File: src/design/cad_pkg.sv
`default_nettype none
package cad_pkg;

    localparam int ATAN_STEPS = 16;
    localparam logic signed [19:0] CORDIC_GAIN = 20'sd39797;
    localparam logic [19:0] TWO_PI_Q16 = 20'd411775;
    localparam logic [29:0] INV_TWO_PI_Q32 = 30'd683565276;

    localparam logic [1:0] OP_SEED = 2'd0;
    localparam logic [1:0] OP_RUN  = 2'd1;
    localparam logic [1:0] OP_READ = 2'd2;

    localparam logic [2:0] REG_A = 3'd0;
    localparam logic [2:0] REG_B = 3'd1;
    localparam logic [2:0] REG_C = 3'd2;
    localparam logic [2:0] REG_D = 3'd3;
    localparam logic [2:0] REG_W = 3'd4;
    localparam logic [2:0] REG_H = 3'd5;

    // controller -> datapath
    typedef struct packed {
        logic       load_seed;   // take start position
        logic       trig_start;  // begin one sine/cosine evaluation
        logic [1:0] trig_sel;    // which of the four evaluations
        logic       upd_x;       // combine x'
        logic       upd_y;       // combine y', then grid
        logic       grid_step;   // not used; the grid divider steps itself
        logic       grid_start;
        logic       mem_rd;      // read cell for increment or opcode read
        logic       mem_inc;     // write incremented cell
        logic       clr_step;    // clearing pass write
        logic       out_load;    // capture result
        logic       out_cell;    // result carries a cell value
    } cad_cmd_t;

    // datapath -> controller
    typedef struct packed {
        logic trig_done;
        logic grid_done;
        logic clr_done;
    } cad_sts_t;

    function automatic logic [19:0] atan_q16(input logic [3:0] i);
        case (i)
            4'd0:  atan_q16 = 20'd51472;
            4'd1:  atan_q16 = 20'd30386;
            4'd2:  atan_q16 = 20'd16055;
            4'd3:  atan_q16 = 20'd8150;
            4'd4:  atan_q16 = 20'd4091;
            4'd5:  atan_q16 = 20'd2047;
            4'd6:  atan_q16 = 20'd1024;
            4'd7:  atan_q16 = 20'd512;
            4'd8:  atan_q16 = 20'd256;
            4'd9:  atan_q16 = 20'd128;
            4'd10: atan_q16 = 20'd64;
            4'd11: atan_q16 = 20'd32;
            4'd12: atan_q16 = 20'd16;
            4'd13: atan_q16 = 20'd8;
            4'd14: atan_q16 = 20'd4;
            default: atan_q16 = 20'd2;
        endcase
    endfunction

endpackage
`default_nettype wire

File: src/design/cad_ctrl.sv
`default_nettype none
module cad_ctrl
(
    input  wire                clk,
    input  wire                rst_n,
    input  wire                in_valid,
    output logic               in_ready,
    input  wire [1:0]          opcode,
    input  wire [15:0]         step_count,
    output logic               out_valid,
    input  wire                out_ready,
    output cad_pkg::cad_cmd_t  cmd,
    input  cad_pkg::cad_sts_t  sts
);
    import cad_pkg::*;

    localparam logic [3:0] S_CLEAR = 4'd0;
    localparam logic [3:0] S_IDLE  = 4'd1;
    localparam logic [3:0] S_TRIG  = 4'd2;
    localparam logic [3:0] S_TWAIT = 4'd3;
    localparam logic [3:0] S_GRID  = 4'd4;
    localparam logic [3:0] S_RD    = 4'd5;
    localparam logic [3:0] S_INC   = 4'd6;
    localparam logic [3:0] S_OUT   = 4'd7;
    localparam logic [3:0] S_RDC   = 4'd8;
    localparam logic [3:0] S_RDW   = 4'd9;

    logic [3:0]  state_reg, state_next;
    logic [15:0] left_reg, left_next;
    logic [1:0]  sel_reg, sel_next;
    logic        ov_reg, ov_next;
    logic        cell_reg, cell_next;

    assign in_ready = (state_reg == S_IDLE);
    assign out_valid = ov_reg;

    always_comb
    begin
        state_next = state_reg;
        left_next = left_reg;
        sel_next = sel_reg;
        cell_next = cell_reg;
        ov_next = ov_reg && !out_ready;
        cmd = '0;
        cmd.trig_sel = sel_reg;
        cmd.out_cell = cell_reg;
        unique case (state_reg)
            S_CLEAR:
            begin
                cmd.clr_step = 1'b1;
                if (sts.clr_done)
                begin
                    cmd.clr_step = 1'b0;
                    state_next = S_IDLE;
                end
            end
            S_IDLE:
                if (in_valid && in_ready)
                begin
                    cell_next = 1'b0;
                    case (opcode)
                        OP_SEED:
                        begin
                            cmd.load_seed = 1'b1;
                            state_next = S_OUT;
                        end
                        OP_RUN:
                        begin
                            left_next = step_count;
                            sel_next = 2'd0;
                            state_next = (step_count == 16'd0) ? S_OUT : S_TRIG;
                        end
                        OP_READ:
                        begin
                            // cell index is only held during the accepting beat
                            cmd.mem_rd = 1'b1;
                            cmd.out_cell = 1'b1;
                            cell_next = 1'b1;
                            state_next = S_RDC;
                        end
                        default: state_next = S_OUT;
                    endcase
                end
            S_TRIG:
            begin
                cmd.trig_start = 1'b1;
                state_next = S_TWAIT;
            end
            S_TWAIT:
                if (sts.trig_done)
                begin
                    cmd.upd_x = (sel_reg == 2'd1);
                    cmd.upd_y = (sel_reg == 2'd3);
                    sel_next = sel_reg + 2'd1;
                    state_next = (sel_reg == 2'd3) ? S_GRID : S_TRIG;
                    cmd.grid_start = 1'b0;
                end
            S_GRID:
            begin
                if (sel_reg == 2'd0 && left_reg != 16'd0)
                begin
                    cmd.grid_start = 1'b1;
                    left_next = 16'd0 | left_reg;
                    sel_next = 2'd1;
                end
                else if (sts.grid_done)
                    state_next = S_RD;
            end
            S_RD:
            begin
                cmd.mem_rd = 1'b1;
                state_next = S_INC;
            end
            S_INC:
            begin
                cmd.mem_inc = 1'b1;
                left_next = left_reg - 16'd1;
                sel_next = 2'd0;
                state_next = (left_reg == 16'd1) ? S_OUT : S_TRIG;
            end
            S_RDC: state_next = S_RDW;
            S_RDW: state_next = S_OUT;
            S_OUT:
                if (!ov_reg)
                begin
                    cmd.out_load = 1'b1;
                    ov_next = 1'b1;
                    state_next = S_IDLE;
                end
            default: state_next = S_IDLE;
        endcase
    end

    always_ff @(posedge clk or negedge rst_n)
    begin
        if (!rst_n)
        begin
            state_reg <= S_CLEAR;
            left_reg <= '0;
            sel_reg <= '0;
            ov_reg <= 1'b0;
            cell_reg <= 1'b0;
        end
        else
        begin
            state_reg <= state_next;
            left_reg <= left_next;
            sel_reg <= sel_next;
            ov_reg <= ov_next;
            cell_reg <= cell_next;
        end
    end
endmodule
`default_nettype wire

File: config.mk
export PLATFORM = sky130hd
export DESIGN_NAME = cad_ctrl
export DESIGN_NICKNAME = d
export VERILOG_FILES = /design/src/design/cad_pkg.sv /design/src/design/cad_ctrl.sv
export SDC_FILE = /design/constraint.sdc
export NUM_CORES = 1
export LEC_CHECK = 0
export ABC_AREA = 1
export BUFFER_PORTS_ARGS = -buffer_cell sky130_fd_sc_hd__buf_4
export CAP_MARGIN = 20
export CORE_MARGIN = 3
export CORE_UTILIZATION = 55
export DETAILED_ROUTE_END_ITERATION = 8
export PLACE_DENSITY = 0.8
export REMOVE_ABC_BUFFERS = 1
export SYNTH_ARGS = -nofsm -noshare
export SYNTH_HDL_FRONTEND = slang
export SYNTH_SLANG_ARGS = --single-unit
File: constraint.sdc
create_clock -name clk -period 1.8 [get_ports clk]
set_clock_uncertainty 0.15 [all_clocks]
set_input_delay 0.27 -clock clk [delete_from_list [all_inputs] [get_ports clk]]
set_output_delay 0.27 -clock clk [all_outputs]
set_load 0.03 [all_outputs]
==> out/qor.txt <==
Hold slack: 0.0557 ns
Status: complete, but fails checks
Multi-input logic area: 0.00129 sq mm
Tcrit/Tclk final: 112%
Delay-heaviest family, CP: simple AND/OR/NAND/NOR gates
Area growth from synthesis to layout: 45.2%
Sequential cell area: 604 sq um
Leakage power: 1.44 nW
Synth area leader: dfrtp_1
Met2 wire len: 3190 microns
Placer's final routability congestion estimate: 0.971
Die Y: 65.5 microns
RSZ-0062 raised after global routing: true
Remaining DRCs: 0
Worst-path fanout max: 5
Max Slew Vio Count: 0
DRT met1 WL: 2730 microns
Root Buffer: clkbuf_4
H-tree levels: 1
Die X: 65.5 microns
Cell Pwr Density: 1760 mW/mm^2
Total gr overflow: 0
# fillers: 171
Finished Core Util: 88.2%
Vias in the first global route: 2193
Yosys top cell area share: 30.9%
Initial Utilization: 60.7%
# setup viols final: 25
Buffer and inverter count on the worst path: 2
Slowest-stage cell, CP: dfrtp_1
Top cells by area, synth: dfrtp_1, nand2_1, nor2_1, inv_1, nand3_1
CP cell instances: buf_4 > nor2_4 > nand2_4 > nor2_4 > nand2_2 > nand2_2 > buf_6
Die area: 0.00429 sq mm
CP Data Required Time: 1.38 ns
Post-DP HPWL: 3890 microns
Met3 WL: 694 microns
Max-cap viol count: 0
Vias: 2435
CTS Buffer Depth: 2
I/O Pins: 40
Worst min path class: in2reg
CTS tree: done
Clk Latency, worst-skew pair: 0.32 ns
WL/cell: 16.2 microns
Count of cell types in the netlist: 32
Ant diodes: 0
Core outline area: 0.00320 sq mm
Setup_tns: -1.88 ns
WP data arrival: 1.59 ns
CTS sink count: 24
Vias per Instance: 5.74
Routed WL: 6870 microns
Critical path's largest stage delay: 0.42 ns
Gate Count Post-Synth: 308
Port Buffers: 38
Number of nets with antenna violations after routing: 0
Largest net degree at the start of global routing: 25
Drt first pass iters: 6
Inst Count DP: 391
Final WS setup: -0.208 ns
Highest metal used: met4
Cell Area, Synth: 0.00195 sq mm
CP endpoint kind: output pin
Failing checks: negative setup slack
GR Util All Layers: 29.3%
Tmin final: 2.01 ns
Crit Path Category: reg2out
Layout cells sized above 1: 35.3%
Fmax: 498 MHz
Maximum vdd drop: 812 uV
Max reg flops: 16
Final Hold Viols: 0
Row count: 20
DR iter-0 viols: 445
Worst-path clk slew: 0.15 ns
Register bit total from synthesis: 24
Ys Warns: 0
Overall Power: 4.97 mW
Post-synthesis sequential area ratio: 30.9%
Num CTS Buffers: 3
First-pass GRT wire length: 9930 microns
Antenna violations before repair: 0
Mean post-synth cell area: 6.32 sq um
Non-Filler Instances: 424
Setup crit start kind: register
Nets: 412
==> cell usage after synthesis <==
cell / n
a21boi_0: 1
a21oi_1: 11
a31oi_1: 1
buf_4: 5
buf_6: 1
clkbuf_1: 1
conb_1: 1
dfrtp_1: 24
ha_1: 6
inv_1: 36
inv_2: 5
inv_4: 1
nand2_1: 94
nand2_2: 1
nand2_4: 3
nand3_1: 23
nand3_2: 1
nand3b_1: 1
nand4_1: 1
nor2_1: 47
nor2_2: 2
nor2_4: 4
nor3_1: 4
nor4_1: 2
o211ai_1: 3
o21ai_0: 15
o21ai_1: 6
o21ai_2: 2
o21bai_1: 1
o22ai_1: 3
or2_2: 1
xor2_1: 1
==> path summary, 6_finish.rpt <==
kind | depth (start not counted) | end | slack, ns | start
worst max-delay path | 7 | cmd[0] | -0.21 | state_reg[2]$_DFFE_PN0P_
worst min-delay path | 3 | left_reg[14]$_DFFE_PN0P_ | 0.06 | step_count[14]
worst max register to register | 10 | left_reg[7]$_DFFE_PN0P_ | -0.11 | state_reg[2]$_DFFE_PN0P_
worst min register to register | 2 | left_reg[15]$_DFFE_PN0P_ | 0.41 | left_reg[15]$_DFFE_PN0P_
max in group asynchronous | 2 | state_reg[0]$_DFFE_PN0P_ | 1.01 | rst_n
min in group asynchronous | 2 | left_reg[11]$_DFFE_PN0P_ | 0.21 | rst_n
==> cells by family (layout without fill, tap and decap cells) <==
| logic type | count (synthesis) | after routing | share of synthesized area (%) |
|---|---|---|---|
| flops | 24 | 24 | 30.9 |
| fa+ha+maj | 6 | 6 | 3.86 |
| buf+inv | 49 | 121 | 10.9 |
| compound gates | 43 | 43 | 12.3 |
| simple gates | 184 | 184 | 41.4 |
| xor+xnor | 1 | 1 | 0.450 |
| other cells | 1 | 1 | 0.193 |
==> cells in the final DEF, fill, tap and decap left out, drive strengths merged, types with 3 or more instances in the layout <==
master and n:
dfrtp 24, buf 70, o211ai 3, nand3 24
ha 6, o21ai 23, o22ai 3, clkbuf 4
nand2 98, nor2 53, a21oi 11, inv 42
nor3 4
==> routing by layer <==
| metal | vias to the layer above | GRT usage [%] |
|---|---|---|
| li1 | 1116 | - |
| met1 | 1110 | 40.3 |
| met2 | 176 | 48.4 |
| met4 | 0 | 7.51 |
| met5 | - | 0 |
| met3 | 33 | 3.76 |
==> through the flow <==
step           setup WS [ns]  cell area [sq um]
2_1_floorplan         -0.264               1890
3_3_place_gp         0.00442               2310
3_5_place_dp         -0.0207               2310
4_1_cts              -0.0946               2600
5_1_grt               -0.238               2830
6_report              -0.208               2830
==> power breakdown <==
| part | switching [mW] | total [mW] | internal [mW] |
|---|---|---|---|
| Combinational | 2.13 | 3.50 | 1.36 |
| Clock | 0.185 | 0.410 | 0.225 |
| Sequential | 0.261 | 1.06 | 0.802 |
==> worst register-to-register path: cells and delay by family, from the launching register on <==
| kind | cells | cell delay [ns] |
|---|---|---|
| buffers and inverters | 4 | 0.55 |
| flip-flops | 1 | 0.39 |
| AND/OR/NAND/NOR | 4 | 0.47 |
| AO/OA/AOI/OAI | 2 | 0.26 |
==> area by class of cell <==
cell class / count / share of cell area [%]
clock buffer: 3 / 0.797
clock inverter: 1 / 1.06
inverter: 42 / 6.55
multi-input combinational: 235 / 45.6
sequential: 24 / 21.4
tap: 44 / 1.95
timing repair buffer: 73 / 22.1
timing repair inverter: 2 / 0.620
==> repair_timing <==
| item | in CTS | in global routing |
|---|---|---|
| endpoints found under the setup margin | 8 | 28 |
| hold buffers | 2 | 0 |
| pin swaps | 9 | 6 |
| resized for setup | 36 | 35 |
| gates cloned | 0 | 3 |
| hold endpoints to repair | 25 | 0 |
| setup buffers | 17 | 8 |
No activity file was read; power rests on OpenSTA's default activity.
